## src/rtl/ren_pkg.sv

```systemverilog
// shared types and constants for the raft election node
package ren_pkg;

	localparam int MAX_NODES  = 16;
	localparam int TIMER_BITS = 16;
	localparam int TERM_W     = 31;
	localparam int TALLY_W    = $clog2(MAX_NODES + 1);
	localparam int LIMIT_W    = 16;
	localparam int CMP_W      = (TIMER_BITS > LIMIT_W) ? TIMER_BITS : LIMIT_W;
	localparam int CFG_IDX_W  = 3;
	localparam int CFG_DATA_W = 16;

	localparam logic [TERM_W-1:0] TERM_MAX  = {TERM_W{1'b1}};
	localparam logic [15:0]       LFSR_SEED = 16'hACE1;

	typedef enum logic [1:0] {
		OP_TICK     = 2'd0,
		OP_VOTE_REQ = 2'd1,
		OP_HEARTBT  = 2'd2,
		OP_VOTE_RSP = 2'd3
	} op_t;

	typedef enum logic [1:0] {
		ACT_NONE      = 2'd0,
		ACT_VOTE_ANS  = 2'd1,
		ACT_BCAST_REQ = 2'd2,
		ACT_BCAST_HB  = 2'd3
	} act_t;

	typedef enum logic [1:0] {
		ROLE_FOLLOWER  = 2'd0,
		ROLE_CANDIDATE = 2'd1,
		ROLE_LEADER    = 2'd2
	} role_t;

	typedef enum logic [CFG_IDX_W-1:0] {
		REG_NODE_ID      = 3'd0,
		REG_MEMBER_COUNT = 3'd1,
		REG_TIMEOUT_BASE = 3'd2,
		REG_SPREAD_MASK  = 3'd3,
		REG_HB_PERIOD    = 3'd4
	} reg_idx_t;

	typedef struct packed {
		logic [1:0]        operation;
		logic [TERM_W-1:0] msg_term;
		logic [3:0]        sender_id;
		logic              granted;
	} in_item_t;

	typedef struct packed {
		logic [1:0]        action;
		logic              vote_given;
		logic [TERM_W-1:0] current_term;
		logic [1:0]        role;
		logic              vote_valid;
		logic [3:0]        voted_node;
	} out_item_t;

	typedef struct packed {
		logic [3:0]  node_id;
		logic [4:0]  member_count;
		logic [14:0] timeout_base;
		logic [14:0] timeout_spread_mask;
		logic [15:0] heartbeat_period;
	} cfg_t;

endpackage

```

## src/rtl/ren_cfg.sv

```systemverilog
// configuration register file for the raft election node
module ren_cfg
	import ren_pkg::*;
(
	input  logic                  clk,
	input  logic                  arst_n,
	input  logic                  wr_en,
	input  logic [CFG_IDX_W-1:0]  wr_index,
	input  logic [CFG_DATA_W-1:0] wr_data,
	output cfg_t                  cfg
);

	cfg_t cfg_q;

	always_ff @(posedge clk or negedge arst_n) begin
		if (!arst_n) begin
			cfg_q.node_id             <= 4'd0;
			cfg_q.member_count        <= 5'd5;
			cfg_q.timeout_base        <= 15'd1500;
			cfg_q.timeout_spread_mask <= 15'd1023;
			cfg_q.heartbeat_period    <= 16'd600;
		end else if (wr_en) begin
			case (reg_idx_t'(wr_index))
				REG_NODE_ID:      cfg_q.node_id             <= wr_data[3:0];
				REG_MEMBER_COUNT: cfg_q.member_count        <= wr_data[4:0];
				REG_TIMEOUT_BASE: cfg_q.timeout_base        <= wr_data[14:0];
				REG_SPREAD_MASK:  cfg_q.timeout_spread_mask <= wr_data[14:0];
				REG_HB_PERIOD:    cfg_q.heartbeat_period    <= wr_data[15:0];
				default: ;
			endcase
		end
	end

	assign cfg = cfg_q;

endmodule

```

## src/rtl/ren_core.sv

```systemverilog
// election state registers and the single-step update logic
module ren_core
	import ren_pkg::*;
(
	input  logic      clk,
	input  logic      arst_n,
	input  logic      step_en,
	input  in_item_t  item,
	input  cfg_t      cfg,
	output out_item_t result
);

	role_t               role_q, n_role;
	logic [TERM_W-1:0]   term_q, n_term;
	logic                voted_q, n_voted;
	logic [3:0]          target_q, n_target;
	logic [TIMER_BITS-1:0] elapsed_q, n_elapsed;
	logic [TALLY_W-1:0]  tally_q, n_tally;
	logic [15:0]         beat_q, n_beat;
	logic [15:0]         lfsr_q, n_lfsr;

	logic [TIMER_BITS-1:0] e_inc;
	logic [LIMIT_W-1:0]    limit;
	logic [15:0]           period;
	logic [16:0]           beat_inc;
	logic [TALLY_W-1:0]    half;
	logic                  newer, same;
	act_t                  act;
	logic                  given;

	always_comb begin
		n_role    = role_q;
		n_term    = term_q;
		n_voted   = voted_q;
		n_target  = target_q;
		n_elapsed = elapsed_q;
		n_tally   = tally_q;
		n_beat    = beat_q;
		n_lfsr    = lfsr_q;
		act       = ACT_NONE;
		given     = 1'b0;

		e_inc    = (elapsed_q != {TIMER_BITS{1'b1}}) ? elapsed_q + 1'b1 : elapsed_q;
		limit    = LIMIT_W'({1'b0, cfg.timeout_base})
		         + LIMIT_W'({1'b0, lfsr_q[14:0] & cfg.timeout_spread_mask});
		period   = (cfg.heartbeat_period == 16'd0) ? 16'd1 : cfg.heartbeat_period;
		beat_inc = {1'b0, beat_q} + 17'd1;
		half     = TALLY_W'(cfg.member_count >> 1);
		newer    = item.msg_term > term_q;
		same     = item.msg_term == term_q;

		case (op_t'(item.operation))
			OP_TICK: begin
				if (role_q != ROLE_LEADER) begin
					n_elapsed = e_inc;
					n_lfsr    = {lfsr_q[0] ^ lfsr_q[2] ^ lfsr_q[3] ^ lfsr_q[5], lfsr_q[15:1]};
					if (CMP_W'(e_inc) > CMP_W'(limit)) begin
						n_role    = ROLE_CANDIDATE;
						n_term    = (term_q != TERM_MAX) ? term_q + 1'b1 : term_q;
						n_voted   = 1'b1;
						n_target  = cfg.node_id;
						n_elapsed = '0;
						n_tally   = TALLY_W'(1);
						act       = ACT_BCAST_REQ;
						if (TALLY_W'(1) > half) begin
							n_role = ROLE_LEADER;
							n_beat = 16'd0;
						end
					end
				end else begin
					if (beat_q == 16'd0)
						act = ACT_BCAST_HB;
					n_beat = (beat_inc >= {1'b0, period}) ? 16'd0 : beat_inc[15:0];
				end
			end
			OP_VOTE_REQ: begin
				act = ACT_VOTE_ANS;
				if (newer || same) begin
					if (newer) begin
						n_term   = item.msg_term;
						n_role   = ROLE_FOLLOWER;
						n_tally  = '0;
						n_voted  = 1'b0;
						n_target = 4'd0;
					end
					if (!n_voted || n_target == item.sender_id) begin
						n_voted   = 1'b1;
						n_target  = item.sender_id;
						n_elapsed = '0;
						given     = 1'b1;
					end
				end
			end
			OP_HEARTBT: begin
				if (newer || same) begin
					if (newer) begin
						n_term   = item.msg_term;
						n_voted  = 1'b0;
						n_target = 4'd0;
					end
					n_role    = ROLE_FOLLOWER;
					n_tally   = '0;
					n_elapsed = '0;
				end
			end
			OP_VOTE_RSP: begin
				if (newer) begin
					n_term   = item.msg_term;
					n_role   = ROLE_FOLLOWER;
					n_tally  = '0;
					n_voted  = 1'b0;
					n_target = 4'd0;
				end else if (same && role_q == ROLE_CANDIDATE && item.granted) begin
					if (tally_q < TALLY_W'(MAX_NODES))
						n_tally = tally_q + 1'b1;
					if (n_tally > half) begin
						n_role = ROLE_LEADER;
						n_beat = 16'd0;
					end
				end
			end
			default: ;
		endcase

		result.action       = act;
		result.vote_given   = given;
		result.current_term = n_term;
		result.role         = n_role;
		result.vote_valid   = n_voted;
		result.voted_node   = n_voted ? n_target : 4'd0;
	end

	always_ff @(posedge clk or negedge arst_n) begin
		if (!arst_n) begin
			role_q    <= ROLE_FOLLOWER;
			term_q    <= '0;
			voted_q   <= 1'b0;
			target_q  <= 4'd0;
			elapsed_q <= '0;
			tally_q   <= '0;
			beat_q    <= 16'd0;
			lfsr_q    <= LFSR_SEED;
		end else if (step_en) begin
			role_q    <= n_role;
			term_q    <= n_term;
			voted_q   <= n_voted;
			target_q  <= n_target;
			elapsed_q <= n_elapsed;
			tally_q   <= n_tally;
			beat_q    <= n_beat;
			lfsr_q    <= n_lfsr;
		end
	end

endmodule

```

## src/rtl/raft_election_node_unit.sv

```systemverilog
// raft election node top level: input register, step logic, result register
// One item per cycle is accepted while in_stall is low. The input register
// takes the item, the step logic updates the election state from it and the
// result register captures the result, which raises out_valid; a stall on the
// output can come between the two registers. The election state is updated in
// a single step. A stalled result holds the output register while one more item
// may wait in the input register. Configuration writes are always ready and take
// effect on the next cycle; write them only when the block is idle.
module raft_election_node_unit
	import ren_pkg::*;
(
	input  logic                  clk,
	input  logic                  arst_n,
	input  logic                  in_valid,
	output logic                  in_stall,
	input  in_item_t              in_data,
	output logic                  out_valid,
	input  logic                  out_stall,
	output out_item_t             out_data,
	input  logic                  cfg_valid,
	output logic                  cfg_ready,
	input  logic [CFG_IDX_W-1:0]  cfg_index,
	input  logic [CFG_DATA_W-1:0] cfg_data
);

	cfg_t      cfg;
	in_item_t  item_s1;
	logic      valid_s1;
	out_item_t result;
	out_item_t out_q;
	logic      out_valid_q;
	logic      out_free;
	logic      step_en;
	logic      in_take;

	assign cfg_ready = 1'b1;
	assign out_free  = !out_valid_q || !out_stall;
	assign step_en   = valid_s1 && out_free;
	assign in_stall  = valid_s1 && !out_free;
	assign in_take   = in_valid && !in_stall;

	ren_cfg u_cfg (
		.clk      (clk),
		.arst_n   (arst_n),
		.wr_en    (cfg_valid && cfg_ready),
		.wr_index (cfg_index),
		.wr_data  (cfg_data),
		.cfg      (cfg)
	);

	ren_core u_core (
		.clk     (clk),
		.arst_n  (arst_n),
		.step_en (step_en),
		.item    (item_s1),
		.cfg     (cfg),
		.result  (result)
	);

	always_ff @(posedge clk or negedge arst_n) begin
		if (!arst_n) begin
			valid_s1 <= 1'b0;
		end else if (in_take) begin
			valid_s1 <= 1'b1;
		end else if (step_en) begin
			valid_s1 <= 1'b0;
		end
	end

	always_ff @(posedge clk) begin
		if (in_take)
			item_s1 <= in_data;
	end

	always_ff @(posedge clk or negedge arst_n) begin
		if (!arst_n) begin
			out_valid_q <= 1'b0;
		end else if (out_free) begin
			out_valid_q <= step_en;
		end
	end

	always_ff @(posedge clk) begin
		if (step_en)
			out_q <= result;
	end

	assign out_valid = out_valid_q;
	assign out_data  = out_q;

endmodule
```

## config.mk

```make
export PLATFORM = sky130hd
export DESIGN_NAME = raft_election_node_unit
export DESIGN_NICKNAME = d
export VERILOG_FILES = /design/src/rtl/ren_pkg.sv /design/src/rtl/ren_cfg.sv /design/src/rtl/ren_core.sv /design/src/rtl/raft_election_node_unit.sv
export SDC_FILE = /design/constraint.sdc
export NUM_CORES = 1
export LEC_CHECK = 0
export BUFFER_PORTS_ARGS = -buffer_cell sky130_fd_sc_hd__buf_2
export CAP_MARGIN = 5
export CELL_PAD_IN_SITES_DETAIL_PLACEMENT = 1
export CELL_PAD_IN_SITES_GLOBAL_PLACEMENT = 1
export CORE_MARGIN = 2
export CORE_UTILIZATION = 25
export CTS_BUF_LIST = sky130_fd_sc_hd__clkbuf_8
export CTS_CLUSTER_DIAMETER = 150
export DETAILED_ROUTE_END_ITERATION = 16
export GPL_ROUTABILITY_DRIVEN = 1
export PLACE_DENSITY_LB_ADDON = 0.1
export SYNTH_ARGS = -nofsm -noshare
export SYNTH_HDL_FRONTEND = slang
export SYNTH_SLANG_ARGS = --single-unit
```

## constraint.sdc

```tcl
create_clock -name clk -period 5.4 [get_ports clk]
set_input_delay 0 -clock clk [delete_from_list [all_inputs] [get_ports clk]]
set_output_delay 0 -clock clk [all_outputs]
set_load 0.05 [all_outputs]
```

==> impl_metrics.csv <==
group,metric,value,unit
die,die_height,236,um
setup_path,startpoint_type,"flip-flop",
worst_hold_path,holdCritPathClass,"in -> reg",
placement,dp_hpwl,32.0,mm
drt,drc,0,
grt,grt_first_pass_wirelength,73.2,mm
cells_and_area,fin_nets,1721,
clock_tree,cts_tree,"done",
die,coreArea,53600,um2
drt,wl_per_cell,20.3,um
setup_path,path_depth,21,
clock_tree,cts_htree_levels,2,
die,die_w,236,um
drt,route.vias.total,11141,
pwr,finalPower,0.00608,W
setup_path,crit_path_frequent_cell,"a21oi_1",
setup_path,crit_path_end_kind,"flip-flop",
clock_tree,clk_pin_slew_worst_paths,0.06,ns
yosys,syn_inst,1360,
setup_path,reg2reg_from,"u_core.lfsr_q[0]$_DFFE_PN1P_",
yosys,ys.flop_type,"dfrtp_1",
clock_tree,clock_latency,0.64,ns
grt,grt_pass1_vias,11886,
setup_path,critPathKind,"reg -> reg",
setup_path,rr_worst_depth,21,
die,num_rows,85,
sta,worst_pin_slew,1.06,ns
setup_path,path_max_fanout,22,
setup_path,reg2reg_slack,0.43,ns
setup_path,worstPathArrival,5.31,ns
grt,overflow,0,
sta,final.min_clock_period,4.97,ns
placement,dpl_cell_area,14900,um2
worst_hold_path,min-delay-start,"in_data[24]",
cells_and_area,utilization,0.314,
yosys,synth-edff-count,79,
yosys,synthArstFlopShare,0.650,
placement,numPortBuffers,104,
yosys,ys_ff_latch,226,
clock_tree,clock_sinks,226,
die,ios,106,
die,initial_core_util,0.251,
sta,setup_viol,0,
sta,rsz0062_at_grt,"false",
sta,final.setup.tns,0,ns
placement,routabilityCongestion,0.743,
drt,drt_iter0_drc,527,
die,dieArea,55800,um2
setup_path,crit_slowest_cell,"fa_1",
drt,routed_wl,46.7,mm
setup_path,critPathBufInv,2,
setup_path,timing.rr.end,"out_data[36]$_DFFE_PP_",
drt,routed_via_density,4.84,
grt,grt_max_degree,68,
cells_and_area,final_cell_area,16900,um2
setup_path,crit_family,"compound AO/OA/AOI/OAI gates",
setup_path,critPathMaxStageDelay,0.41,ns
sta,clock_skew,0.0380,ns
sta,final_max_slew_viol_count,0,
cells_and_area,fill_cells,6155,
sta,maxSlewHeadroom,0.290,
yosys,synth_nets,1514,
sta,fmax,201,MHz
yosys,yosysWarnings,0,
pwr,p_leak,7.14,nW
clock_tree,cts_buffer_depth,3,
yosys,synth_area,13500,um2
grt,grt_util_all_layers,0.169,
drt,firstDrtPassIters,4,
flow_run,cap_viol_max_count,0,
yosys,synth.avg_cell_area,9.91,um2
clock_tree,root_buffer,"clkbuf_8",
sta,hold_viol,0,
clock_tree,numCtsBuffers,48,
pwr,vdd_drop_max,168,uV
grt,antenna_found_initial,1,
setup_path,endpoint,"out_data[36]$_DFFE_PP_",
pwr,power_density,361,nW/um2
status,status,"completed",
yosys,synth-seq-area-share,0.452,
cells_and_area,area_delta_synth_final,25.1,%
yosys,synth_cell_types,73,
setup_path,cp-startpoint,"u_core.lfsr_q[0]$_DFFE_PN1P_",
sta,period_share,0.921,
setup_path,path_cells,"and2_1, ha_1, fa_1, a21o_1, a21oi_1, o21ai_0, a31oi_1, a21oi_1, a21o_1, a21oi_1, xor2_1, ha_1, nand4_1, nor3_4, a221oi_4, buf_4, nor3_2, buf_6, nand4_1, xnor2_1, o22ai_1",
setup_path,cp_data_required_time,5.74,ns
cells_and_area,drive_gt1_frac,0.205,
drt,drt.antenna.violating_nets,0,
## per-stage QoR
step                setup WS [ns]  hold WS, ns  instances
CTS                         0.127      0.00353       2299
finish                      0.429       0.0747       2304
detailed placement        -0.0737     0.000561       2131
floorplan                   0.923       -0.296       1360
global placement          0.00151      0.00509       2131
global route              0.00396       0.0423       2304
## cells in the final DEF, fill, tap and decap left out, types with 77 or more instances in the layout
cell type and instances:
dfrtp_1 117, ha_1 91, o21ai_0 78, edfxtp_1 79, buf_2 103, inv_1 81, nor2_1 81, dlygate4sd3_1 77
nand2_1 131, a21oi_1 86
## worst min-delay path by stage
stage / endpoint / cells past startpoint
floorplan: out_valid$_DFFE_PN0P_ / 0
global placement: u_core.term_q[16]$_DFFE_PN0P_ / 1
detailed placement: u_core.term_q[16]$_DFFE_PN0P_ / 1
CTS: item_s1[24]$_DFFE_PP_ / 2
global route: item_s1[18]$_DFFE_PP_ / 2
finish: item_s1[24]$_DFFE_PP_ / 2
## report_power, final
| part | internal [W] | leakage, nW | switching (W) |
|---|---|---|---|
| logic | 0.000626 | 3.95 | 0.00107 |
| registers | 0.00208 | 2.62 | 0.000232 |
| clock network | 0.00119 | 0.570 | 0.000889 |
## cell type report
| cell class | instances | area [um2] | area share |
|---|---|---|---|
| diodes | 1 | 2.50 | 0.000148 |
| repair buffers | 217 | 1620 | 0.0963 |
| clock buffers | 59 | 812 | 0.0482 |
| inverters | 76 | 285 | 0.0169 |
| well taps | 696 | 871 | 0.0517 |
| clock inverters | 31 | 248 | 0.0147 |
| flip-flops and latches | 226 | 6090 | 0.361 |
| multi-input cells | 998 | 6930 | 0.411 |
## cells in the mapped netlist (all sizes together), types with 10 or more instances
cell type  number  area [um2]
nor4           15         121
edfxtp         79        2370
buf            17        95.1
ha             91        1140
mux2           55         619
o211ai         16         125
nand2b         16         100
or3            14        87.6
clkbuf         43         161
nand2         132         498
a21oi          87         435
nor2           85         327
and2           27         169
and3           22         138
o22ai          25         156
dfrtp         117        2930
xor2           23         201
nor3           21         125
nand3          41         205
dfstp          30         788
a21o           19         143
a31oi          14        87.6
o21ai          91         455
nand4          30         200
xnor2          48         420
inv            76         285
nor2b          10        62.6
## state kept, by name, summed over array words and instances (netlist names)
register          cells
u_core.target_q       4
out_valid             1
u_core.tally_q        5
u_core.lfsr_q        16
valid_s1              1
item_s1              38
out_data             41
u_core.role_q         2
u_core.voted_q        1
u_core.term_q        31
u_cfg.cfg            54
u_core.elapsed_q     16
u_core.beat_q        16
## logic make-up after synthesis
family	after synthesis	share of synthesized area
AO/OA/AOI/OAI	339	0.161
other	1	0.000278
multiplexers	61	0.0504
buffers and inverters	136	0.0402
AND/OR/NAND/NOR	434	0.165
adder cells (fa/ha/maj)	92	0.0860
XOR/XNOR	71	0.0462
flip-flops	226	0.452
## repair_timing
item | in CTS | in global routing
hold buffers | 78 | 0
pin swaps | 0 | 0
setup buffers | 0 | 3
setup endpoints to repair | 12 | 42
resized for setup | 1 | 7
hold endpoints to repair | 174 | 0
## metal layers
| metal | wire length, um | GRT usage | part of all wire | vias to the layer above |
|---|---|---|---|---|
| li1 | - | - | - | 5394 |
| met1 | 22800 | 0.232 | 0.49 | 5558 |
| met2 | 21600 | 0.278 | 0.46 | 131 |
| met3 | 1340 | 0.0246 | 0.029 | 58 |
| met4 | 916 | 0.0468 | 0.020 | 0 |
| met5 | 0 | 0 | 0 | - |
(Power assumes the default switching activity.)
